`config.mk`:
```
export PLATFORM = sky130hd
export DESIGN_NAME = thermal_fan_safety_monitor_top
export DESIGN_NICKNAME = d
export VERILOG_FILES = /design/src/hw/rtl/tfsm_pkg.sv /design/src/hw/rtl/thermal_fan_safety_monitor_top.sv /design/src/hw/rtl/tfsm_temp.sv /design/src/hw/rtl/tfsm_fan.sv
export SDC_FILE = /design/constraint.sdc
export NUM_CORES = 1
export LEC_CHECK = 0
export BUFFER_PORTS_ARGS = -buffer_cell sky130_fd_sc_hd__buf_2
export CAP_MARGIN = 20
export CORE_MARGIN = 1.5
export CORE_UTILIZATION = 55
export CTS_BUF_LIST = sky130_fd_sc_hd__clkbuf_16
export DETAILED_ROUTE_END_ITERATION = 16
export PLACE_DENSITY = 0.86
export RECOVER_POWER = 100
export SLEW_MARGIN = 20
export SYNTH_ARGS = -nofsm -noshare
export SYNTH_HDL_FRONTEND = slang
export SYNTH_SLANG_ARGS = --single-unit
```
`constraint.sdc`:
```
create_clock -name clk -period 3.44 [get_ports clk]
set_clock_uncertainty 0.1 [all_clocks]
set_input_delay 0.516 -clock clk [delete_from_list [all_inputs] [get_ports clk]]
set_output_delay 0.516 -clock clk [all_outputs]
set_load 0.05 [all_outputs]
```
`src/hw/rtl/tfsm_pkg.sv`:
```
// shared types and constants for the thermal and fan safety monitor
// no dependencies; imported by every module of the block
`default_nettype none

package tfsm_pkg;

    // latched shutdown reason, as it leaves the block
    typedef enum logic [2:0] {
        SD_NONE         = 3'd0,
        SD_TEMP_TIMEOUT = 3'd1,
        SD_TEMP_FATAL   = 3'd2,
        SD_FAN0         = 3'd3,
        SD_FAN1         = 3'd4,
        SD_FAN2         = 3'd5
    } shutdown_code_t;

    // register indexes on the write port
    localparam logic [2:0] REG_WARN_LIMIT    = 3'd0;
    localparam logic [2:0] REG_FATAL_LIMIT   = 3'd1;
    localparam logic [2:0] REG_TIMEOUT_MS    = 3'd2;
    localparam logic [2:0] REG_FAN_WINDOW    = 3'd3;
    localparam logic [2:0] REG_FAN_BAD_LIMIT = 3'd4;

    localparam int NUM_FANS = 3;

    // over-temperature timer width and its saturation value
    localparam int TIMER_BITS = 17;
    localparam logic [TIMER_BITS-1:0] TIMER_MAX = '1;

    typedef struct packed {
        logic [11:0] warn_limit;
        logic [11:0] fatal_limit;
        logic [15:0] timeout_ms;
        logic [7:0]  fan_window;
        logic [7:0]  fan_bad_limit;
    } cfg_t;

    // reset values: 50 and 60 degrees, one minute
    localparam cfg_t CFG_RST = '{
        warn_limit:    12'((10 * 50) + 500),
        fatal_limit:   12'((10 * 60) + 500),
        timeout_ms:    16'(60000),
        fan_window:    8'd16,
        fan_bad_limit: 8'd8
    };

    typedef struct packed {
        logic           warning;
        shutdown_code_t code;
    } temp_status_t;

endpackage

`default_nettype wire

```
`src/hw/rtl/thermal_fan_safety_monitor_top.sv`:
```
// top level of the thermal and fan safety monitor: stream ports, config
// registers, input and result registers, sticky shutdown latch
// depends on tfsm_pkg, tfsm_temp, tfsm_fan
`default_nettype none

// a taken word waits in the input register; its result is registered onto m_tdata
// throughput: one word per cycle unless stalled; the state update is a single compare/add pass
// the input register frees itself whenever the result register can take a word
// reset (rst_n low, async): warning, timer, window and fan counts, latched code
// cleared; config registers return to 1000 / 1100 / 60000 / 16 / 8
module thermal_fan_safety_monitor_top
#(
    parameter int COUNT_BITS = 8
)
(
    input  wire logic        clk,
    input  wire logic        rst_n,

    // sample words
    input  wire logic        s_tvalid,
    output logic             s_tready,
    input  wire logic [31:0] s_tdata,   // temp_raw[11:0], fan_faults[14:12], elapsed_ms[30:15]

    // result words
    output logic             m_tvalid,
    input  wire logic        m_tready,
    output logic [7:0]       m_tdata,   // temp_warning[0], fan_status[3:1], shutdown_code[6:4]

    // config write port
    input  wire logic        wr_en,
    input  wire logic [2:0]  wr_index,
    input  wire logic [15:0] wr_data
);
    import tfsm_pkg::*;

    // config registers
    cfg_t cfg_reg;

    // input register
    logic        in_valid_reg;
    logic [11:0] in_temp_reg;
    logic [2:0]  in_faults_reg;
    logic [15:0] in_elapsed_reg;

    // result register
    logic           out_valid_reg;
    logic           out_warning_reg;
    logic [2:0]     out_status_reg;
    shutdown_code_t out_code_reg;

    // sticky shutdown reason
    shutdown_code_t latched_reg;
    shutdown_code_t latched_next;

    temp_status_t   temp_status;
    shutdown_code_t fan_code;
    logic           advance;

    // the registered sample moves on when the result slot is free or draining
    assign advance  = in_valid_reg && (!out_valid_reg || m_tready);
    assign s_tready = !in_valid_reg || advance;
    assign m_tvalid = out_valid_reg;
    assign m_tdata  = {1'b0, out_code_reg, out_status_reg, out_warning_reg};

    // config writes; unknown indexes are dropped
    always_ff @(posedge clk or negedge rst_n)
    begin
        if (!rst_n)
        begin
            cfg_reg <= CFG_RST;
        end
        else if (wr_en)
        begin
            case (wr_index)
                REG_WARN_LIMIT:    cfg_reg.warn_limit    <= wr_data[11:0];
                REG_FATAL_LIMIT:   cfg_reg.fatal_limit   <= wr_data[11:0];
                REG_TIMEOUT_MS:    cfg_reg.timeout_ms    <= wr_data;
                REG_FAN_WINDOW:    cfg_reg.fan_window    <= wr_data[7:0];
                REG_FAN_BAD_LIMIT: cfg_reg.fan_bad_limit <= wr_data[7:0];
                default:           ;
            endcase
        end
    end

    // input register
    always_ff @(posedge clk or negedge rst_n)
    begin
        if (!rst_n)
        begin
            in_valid_reg <= 1'b0;
        end
        else if (s_tready)
        begin
            in_valid_reg <= s_tvalid;
        end
    end

    always_ff @(posedge clk)
    begin
        if (s_tvalid && s_tready)
        begin
            in_temp_reg    <= s_tdata[11:0];
            in_faults_reg  <= s_tdata[14:12];
            in_elapsed_reg <= s_tdata[30:15];
        end
    end

    // temperature path: warning, timer, timeout and fatal checks
    tfsm_temp u_temp
    (
        .clk        (clk),
        .rst_n      (rst_n),
        .en         (advance),
        .cfg        (cfg_reg),
        .temp_raw   (in_temp_reg),
        .elapsed_ms (in_elapsed_reg),
        .status     (temp_status)
    );

    // fan path: window and per-fan counts
    tfsm_fan #(
        .COUNT_BITS (COUNT_BITS)
    ) u_fan
    (
        .clk        (clk),
        .rst_n      (rst_n),
        .en         (advance),
        .cfg        (cfg_reg),
        .fan_faults (in_faults_reg),
        .code       (fan_code)
    );

    // first reason sticks; temperature beats fan on the same sample
    always_comb
    begin
        if (latched_reg != SD_NONE)
        begin
            latched_next = latched_reg;
        end
        else if (temp_status.code != SD_NONE)
        begin
            latched_next = temp_status.code;
        end
        else
        begin
            latched_next = fan_code;
        end
    end

    always_ff @(posedge clk or negedge rst_n)
    begin
        if (!rst_n)
        begin
            latched_reg   <= SD_NONE;
            out_valid_reg <= 1'b0;
        end
        else
        begin
            if (advance)
            begin
                latched_reg <= latched_next;
            end
            if (advance)
            begin
                out_valid_reg <= 1'b1;
            end
            else if (m_tready)
            begin
                out_valid_reg <= 1'b0;
            end
        end
    end

    always_ff @(posedge clk)
    begin
        if (advance)
        begin
            out_warning_reg <= temp_status.warning;
            out_status_reg  <= in_faults_reg;
            out_code_reg    <= latched_next;
        end
    end

    // a latched shutdown never changes until reset
    a_sticky: assert property (@(posedge clk) disable iff (!rst_n)
        latched_reg != SD_NONE |=> latched_reg == $past(latched_reg))
        else $error("latched shutdown code changed");

    // each result carries the latch value after its own sample
    a_out_code: assert property (@(posedge clk) disable iff (!rst_n)
        advance |=> out_code_reg == latched_reg)
        else $error("result code differs from latch");

    // stall only while a sample is parked in the input register
    a_stall: assert property (@(posedge clk) disable iff (!rst_n)
        !s_tready |-> in_valid_reg && out_valid_reg && !m_tready)
        else $error("input stalled without cause");

endmodule

`default_nettype wire

```
`src/hw/rtl/tfsm_temp.sv`:
```
// over-temperature warning, timer and timeout/fatal decision
// depends on tfsm_pkg
`default_nettype none

module tfsm_temp
(
    input  wire logic                  clk,
    input  wire logic                  rst_n,
    input  wire logic                  en,
    input  wire tfsm_pkg::cfg_t        cfg,
    input  wire logic [11:0]           temp_raw,
    input  wire logic [15:0]           elapsed_ms,
    output tfsm_pkg::temp_status_t     status
);
    import tfsm_pkg::*;

    logic                  active_reg;
    logic                  active_next;
    logic [TIMER_BITS-1:0] timer_reg;
    logic [TIMER_BITS-1:0] timer_next;
    logic [TIMER_BITS:0]   timer_sum;
    logic                  over_warn;

    always_comb
    begin
        over_warn   = (temp_raw >= cfg.warn_limit);
        timer_sum   = {1'b0, timer_reg} + (TIMER_BITS + 1)'(elapsed_ms);
        active_next = over_warn;
        if (!over_warn)
        begin
            timer_next = '0;
        end
        else if (!active_reg)
        begin
            // onset sample starts the timer at zero
            timer_next = '0;
        end
        else
        begin
            timer_next = timer_sum[TIMER_BITS] ? TIMER_MAX : timer_sum[TIMER_BITS-1:0];
        end

        status.warning = active_next;
        status.code    = SD_NONE;
        if (over_warn)
        begin
            if (timer_next >= TIMER_BITS'(cfg.timeout_ms))
            begin
                status.code = SD_TEMP_TIMEOUT;
            end
            else if (temp_raw >= cfg.fatal_limit)
            begin
                status.code = SD_TEMP_FATAL;
            end
        end
    end

    always_ff @(posedge clk or negedge rst_n)
    begin
        if (!rst_n)
        begin
            active_reg <= 1'b0;
            timer_reg  <= '0;
        end
        else if (en)
        begin
            active_reg <= active_next;
            timer_reg  <= timer_next;
        end
    end

    // timer only runs while the warning holds
    a_timer_idle: assert property (@(posedge clk) disable iff (!rst_n)
        !active_reg |-> timer_reg == '0)
        else $error("timer nonzero without warning");

endmodule

`default_nettype wire

```
`src/hw/rtl/tfsm_fan.sv`:
```
// per-fan bad-sample counters over a sample window, window-end decision
// depends on tfsm_pkg
`default_nettype none

module tfsm_fan
#(
    parameter int COUNT_BITS = 8
)
(
    input  wire logic                    clk,
    input  wire logic                    rst_n,
    input  wire logic                    en,
    input  wire tfsm_pkg::cfg_t          cfg,
    input  wire logic [2:0]              fan_faults,
    output tfsm_pkg::shutdown_code_t     code
);
    import tfsm_pkg::*;

    localparam int CMP_W = (COUNT_BITS > 8) ? COUNT_BITS : 8;
    localparam logic [COUNT_BITS-1:0] CNT_MAX = '1;

    logic [COUNT_BITS-1:0] win_reg;
    logic [COUNT_BITS-1:0] win_inc;
    logic [COUNT_BITS-1:0] win_next;
    logic [COUNT_BITS-1:0] cnt_reg  [NUM_FANS];
    logic [COUNT_BITS-1:0] cnt_inc  [NUM_FANS];
    logic [COUNT_BITS-1:0] cnt_next [NUM_FANS];
    logic [NUM_FANS-1:0]   over_limit;
    logic                  win_end;

    always_comb
    begin
        win_inc = (win_reg == CNT_MAX) ? win_reg : win_reg + 1'b1;
        win_end = (CMP_W'(win_inc) >= CMP_W'(cfg.fan_window)) || (win_inc == CNT_MAX);
        for (int i = 0; i < NUM_FANS; i++)
        begin
            cnt_inc[i] = (fan_faults[i] && cnt_reg[i] != CNT_MAX) ? cnt_reg[i] + 1'b1
                                                                   : cnt_reg[i];
            over_limit[i] = (CMP_W'(cnt_inc[i]) >= CMP_W'(cfg.fan_bad_limit));
            cnt_next[i]   = win_end ? '0 : cnt_inc[i];
        end
        win_next = win_end ? '0 : win_inc;

        // lowest-numbered fan wins
        code = SD_NONE;
        if (win_end)
        begin
            if (over_limit[0])
            begin
                code = SD_FAN0;
            end
            else if (over_limit[1])
            begin
                code = SD_FAN1;
            end
            else if (over_limit[2])
            begin
                code = SD_FAN2;
            end
        end
    end

    always_ff @(posedge clk or negedge rst_n)
    begin
        if (!rst_n)
        begin
            win_reg <= '0;
            for (int i = 0; i < NUM_FANS; i++)
            begin
                cnt_reg[i] <= '0;
            end
        end
        else if (en)
        begin
            win_reg <= win_next;
            for (int i = 0; i < NUM_FANS; i++)
            begin
                cnt_reg[i] <= cnt_next[i];
            end
        end
    end

endmodule

`default_nettype wire

```
# Word-level counts from Yosys, hierarchy flattened
# Index checks and enable logic that the tools add are counted.
[totals]
regBits = 149
wordCells = 82
[op_classes]
reduce_logical = 19
add_sub_neg = 5
eq_ne = 9
mux = 22
magnitude_cmp = 7
[op_table]
columns = ["operator", "count"]
rows = [
  ["$mux 8", 8],
  ["$mux 17", 3],
  ["$add 8x1->8 const B", 4],
  ["$ge 8x8->1", 4],
  ["$ge 12x12->1", 2],
  ["$mux 3", 8],
  ["$ne 8x8->1 const B", 3],
  ["$add 17x16->18", 1],
  ["$ge 17x16->1", 1],
  ["$eq 8x8->1 const B", 2],
  ["$reduce_and 2->1", 5],
  ["$eq 3x2->1 const B", 2],
  ["$reduce_bool 3->1", 2],
  ["$logic_and 1x1->1", 5],
  ["$eq 3x1->1 const B", 1],
  ["$eq 3x3->1 const B", 1],
  ["$logic_not 3->1", 1],
  ["$logic_or 1x1->1", 3],
  ["$logic_not 1->1", 2],
  ["$mux 1", 2],
  ["$mux 2", 1],
  ["$reduce_bool 2->1", 1],
]

# Depth between registers and ports, before layout
[logic_depth]
ltp_word = 10
depth_mapped = 17
depth_no_buf = 16

# Modules after synthesis
# Synthesis repeated with hierarchy kept, for this count alone.
[unflattened]
hier_cells = 883
hier_area_um2 = 9337.7
[modules_own_cells]
columns = ["module", "cells_per_inst", "area_each_um2", "n_inst"]
rows = [
  ["thermal_fan_safety_monitor_top", 190, 3661.0, 1],
  ["tfsm_fan", 354, 2975.4, 1],
  ["tfsm_temp", 339, 2701.3, 1],
]

# Least setup slack after synthesis
# OpenSTA, ideal clock, no wires.
[synth_timing]
kind = "register to register"
start = "register in_elapsed_reg[6]"
end = "register out_code_reg[0], data pin"
arrival_time_ns = 3.386
n_path_buf = 1
stages_incl_launch_ff = 17
synth_period_minus_slack_ns = 3.745
slack_ns = -0.305
required_time_ns = 3.081
cell_sequence = "edfxtp_1 -> ha_1 -> a21oi_1 -> o21ai_0 -> a41o_1 -> nor2_1 -> o21a_1 -> clkbuf_1 -> a21oi_1 -> ha_1 -> a21o_1 -> a211oi_1 -> o21ai_0 -> nand2_1 -> nand4_1 -> a22o_1 -> a211o_1"
[synth_via]
elab_chain_cells = 10
[synth_lines]
columns = ["item", "line", "rtl"]
rows = [
  ["start: declaration", "thermal_fan_safety_monitor_top.sv:43", "logic [15:0] in_elapsed_reg;"],
  ["start signal: assignment", "thermal_fan_safety_monitor_top.sv:104", "in_elapsed_reg <= s_tdata[30:15];"],
  ["$add 17x16->18 (*)", "tfsm_temp.sv:27", "timer_sum = {1'b0, timer_reg} + (TIMER_BITS + 1)'(elapsed_ms);"],
  ["$mux 17 (*)", "tfsm_temp.sv:40", "timer_next = timer_sum[TIMER_BITS] ? TIMER_MAX : timer_sum[TIMER_BITS-1:0];"],
  ["$mux 17 (*)", "tfsm_temp.sv:33", "else if (!active_reg)"],
  ["$mux 17 (*)", "tfsm_temp.sv:29", "if (!over_warn)"],
  ["named net u_temp.timer_next[6]", "tfsm_temp.sv:20", "logic [TIMER_BITS-1:0] timer_next;"],
  ["$ge 17x16->1 (*)", "tfsm_temp.sv:47", "if (timer_next >= TIMER_BITS'(cfg.timeout_ms))"],
  ["$mux 3 (*)", "tfsm_temp.sv:47", ""],
  ["$mux 3 (*)", "tfsm_temp.sv:45", "if (over_warn)"],
  ["$reduce_bool 3->1", "thermal_fan_safety_monitor_top.sv:140", "else if (temp_status.code != SD_NONE)"],
  ["$mux 3 (*)", "thermal_fan_safety_monitor_top.sv:140", ""],
  ["$mux 3 (*)", "thermal_fan_safety_monitor_top.sv:136", "if (latched_reg != SD_NONE)"],
  ["named net latched_next[0]", "thermal_fan_safety_monitor_top.sv:53", "shutdown_code_t latched_next;"],
  ["end signal: assignment", "thermal_fan_safety_monitor_top.sv:180", "out_code_reg <= latched_next;"],
  ["end: declaration", "thermal_fan_safety_monitor_top.sv:49", "shutdown_code_t out_code_reg;"],
]
# The timed path passes the listed nets; every way through them passes the cells marked *.
# A chain may end at the register's enable or synchronous reset.

# Final worst setup path
# Ends and elaborated chain as after synthesis.

==> results by group <==
Timing
  • Final period util: 112%
  • Worst-Margin Slew: 1.87 ns
  • Max_slew headroom: -25.0%
  • Final worst slack: -0.403 ns
  • Fin crit period: 3.84 ns
  • Unrepaired setup endpoints after global routing: yes
  • Max Clk Rate: 0.260 GHz
  • Final hold violation count: 0
  • # setup viols final: 6
  • Pins Over Slew Limit: 96

Clocking
  • CTS Buf Count: 17
  • Clock sinks: 149
  • CTS clock-pin slew for the worst setup and hold paths: 0.07 ns
  • Clock Path Buffers: 2
  • CTS Root Buffer Type: clkbuf_16
  • Worst-skew pair later-pin latency: 0.44 ns
  • CTS tree: yes
  • Maximum level of the CTS H-tree: 4

Synthesis
  • Synth Area in Adders: 13.3%
  • Syn nets: 1040
  • Syn Area/Cell: 9.90 sq um
  • Post-synth EDFFs: 38
  • Most frequent cell after synthesis: nand2_1
  • Syn Inst Count: 891
  • Register area share after synthesis: 44.7%
  • Count of different cell masters after synthesis: 66
  • Largest family of logic cells by synthesized area: compound AO/OA/AOI/OAI gates
  • Synthesized area: 8820 sq um
  • Most used DFF post-synth: dfrtp_1
  • Synth Area in XOR/XNOR: 3.57%
  • Commonest cells in the netlist: nand2_1, o21ai_0, dfrtp_1, ha_1, inv_1
  • Largest cells by area after synthesis: dfrtp_1, ha_1, edfxtp_1
  • Proportion of synthesized area in mux cells: 4.17%
  • Simple-gate share of the synthesized area: 14.2%
  • Synth area leader: dfrtp_1
  • Number of synthesis warnings: 0
  • Area fraction of the dominant cell type after synthesis: 26.1%
  • Synth Area in Compound Gates: 15.9%
  • Flop and latch count out of synthesis: 149
  • Ys async rst share: 74.5%

Place
  • Dpl ws: -0.402 ns
  • Cells after DPL: 1249
  • Port bufs: 63
  • Final GP Congestion: 0.849
  • DPL Wire Length: 15100 um

Critical path
  • Crit path DAT: 3.93 ns
  • CP Max Fanout: 5
  • CP Launch Type: flop
  • Crit path capture type: flop
  • Critical Path RT: 3.53 ns
  • Crit Path Class: flop to flop
  • R2r setup slk: -0.40 ns

Detailed routing
  • Drt drc: 0
  • 1st-pass router iterations: 6
  • Vias per std cell: 5.92
  • Final wirelength: 22800 um
  • DR vias: 7625
  • Number of routed nets with antenna violations: 0
  • Wire per inst: 17.7 um
  • DR iter-0 viols: 672

Outcome
  • Failing checks: capacitance limit, slew limit, setup timing
  • Status: finished, violations left

Run
  • MaxCap Viol Count: 2

GRT
  • Global-route usage over all layers: 28.3%
  • Largest net degree at the start of global routing: 64
  • Vias in the first global route: 7701
  • Global-route wire length before repair: 36900 um
  • Initial antenna violation count: 0
  • Global route overflow: 0

Cells and area
  • Non-filler cells, final: 1287
  • Syn-to-layout area delta: 24.8%
  • Share of cells above drive strength 1: 27.5%
  • Ant. Diodes: 0
  • Max reg flops: 56
  • Multi-input logic area: 4800 sq um
  • Sequential cell area: 3940 sq um
  • Nets: 1207
  • Fillers: 1089

Worst hold path
  • HP Class: primary input to flop

Power and ir drop
  • Pwr/cell area: 636 nW/um^2
  • Peak VDD IR: 0.000420 V
  • Leak pwr: 5.10 nW

Floorplan
  • Starting Density: 56.0%
  • Die X: 130 um
  • Die Y: 130 um
  • Core ar.: 15800 sq um
  • Top-Level Pins: 66
  • Die area: 16800 sq um
  • Row count: 46
final cells by class:
type	instances	share of cell area, %
Multi-Input combinational cell	651	43.6
Sequential cell	149	35.8
Timing Repair Buffer	178	10.5
Inverter	61	2.08
Tap cell	216	2.46
Clock buffer	17	3.86
Clock inverter	15	1.68
worst paths after layout:
path	from	end	cells past startpoint
min reg2reg	in_faults_reg[2]	out_status_reg[2]	0
max in group asynchronous	rst_n	u_temp.timer_reg[0]	2
max reg2reg	in_elapsed_reg[6]	out_code_reg[0]	15
min in group asynchronous	rst_n	cfg_reg[46]	1
min	s_tdata[8]	in_temp_reg[8]	1
max	in_elapsed_reg[6]	out_code_reg[0]	15
report_power, final:
group          internal (W)  total, W  switching, W  leakage, nW
clock network       0.00110   0.00194      0.000833        0.297
registers           0.00217   0.00237      0.000205         1.73
logic               0.00124   0.00269       0.00146         3.07
total               0.00451   0.00700       0.00249         5.10
logic make-up after synthesis:
| logic type | Yosys count |
|---|---|
| xor+xnor | 36 |
| other cells | 1 |
| flops | 149 |
| buf+inv | 91 |
| mux | 33 |
| compound gates | 221 |
| fa+ha+maj | 93 |
| simple gates | 267 |
placed cells by master, fill, tap and decap left out, types with 21 or more instances in the layout:
cell type and instances:
nand2_1 126, nor2_1 27, dfrtp_1 92, a21oi_1 29
xnor2_1 23, o21ai_0 87, ha_1 85, edfxtp_1 38
nand3_1 21, inv_1 61, mux2_2 30, buf_2 50
buf_4 103
metrics by stage:
step	instance area [sq um]	util (%)	hold slack (ns)	setup TNS (ns)	power (W)
finish	11000	69.8	0.147	-1.91	0.00700
global route	11000	69.8	0.142	-2.68	0.00736
CTS	11000	69.5	0.116	-1.34	0.00686
detailed placement	10200	64.7	0.337	-2.82	0.00480
global placement	10200	64.7	0.335	-1.04	0.00465
floorplan	8930	-	0.120	-0.00304	0.00390
routing by layer:
metal	routed length, um	vias up	global-route usage (%)	share of wire [%]
li1	-	3516	-	-
met1	9080	3665	33.8	40
met2	11400	350	48.7	50
met3	1370	94	5.20	6.0
met4	947	0	15.0	4.2
met5	0	-	0	0
critical path, stage by stage (launching register included):
cell      delay, ns
edfxtp_1       0.42
ha_4           0.27
a21oi_1        0.19
o21ai_1        0.14
a41o_1         0.30
nor2_1         0.25
o21ai_2        0.13
buf_4          0.17
o21a_1         0.21
ha_1           0.23
nor3_1         0.22
o21ai_0        0.16
nand4_1        0.13
nand4_1        0.12
a22o_4         0.28
a211o_1        0.27
repair_timing:
| item | 4_1_cts | 5_1_grt |
|---|---|---|
| hold buffers | 0 | 0 |
| endpoints found under the setup margin | 17 | 17 |
| cloned | 0 | 0 |
| hold endpoints to repair | 0 | 0 |
| buffers inserted | 3 | 3 |
| resized for setup | 29 | 16 |
| pin swaps | 14 | 14 |
Note: power is estimated with default switching activity, not from simulation.
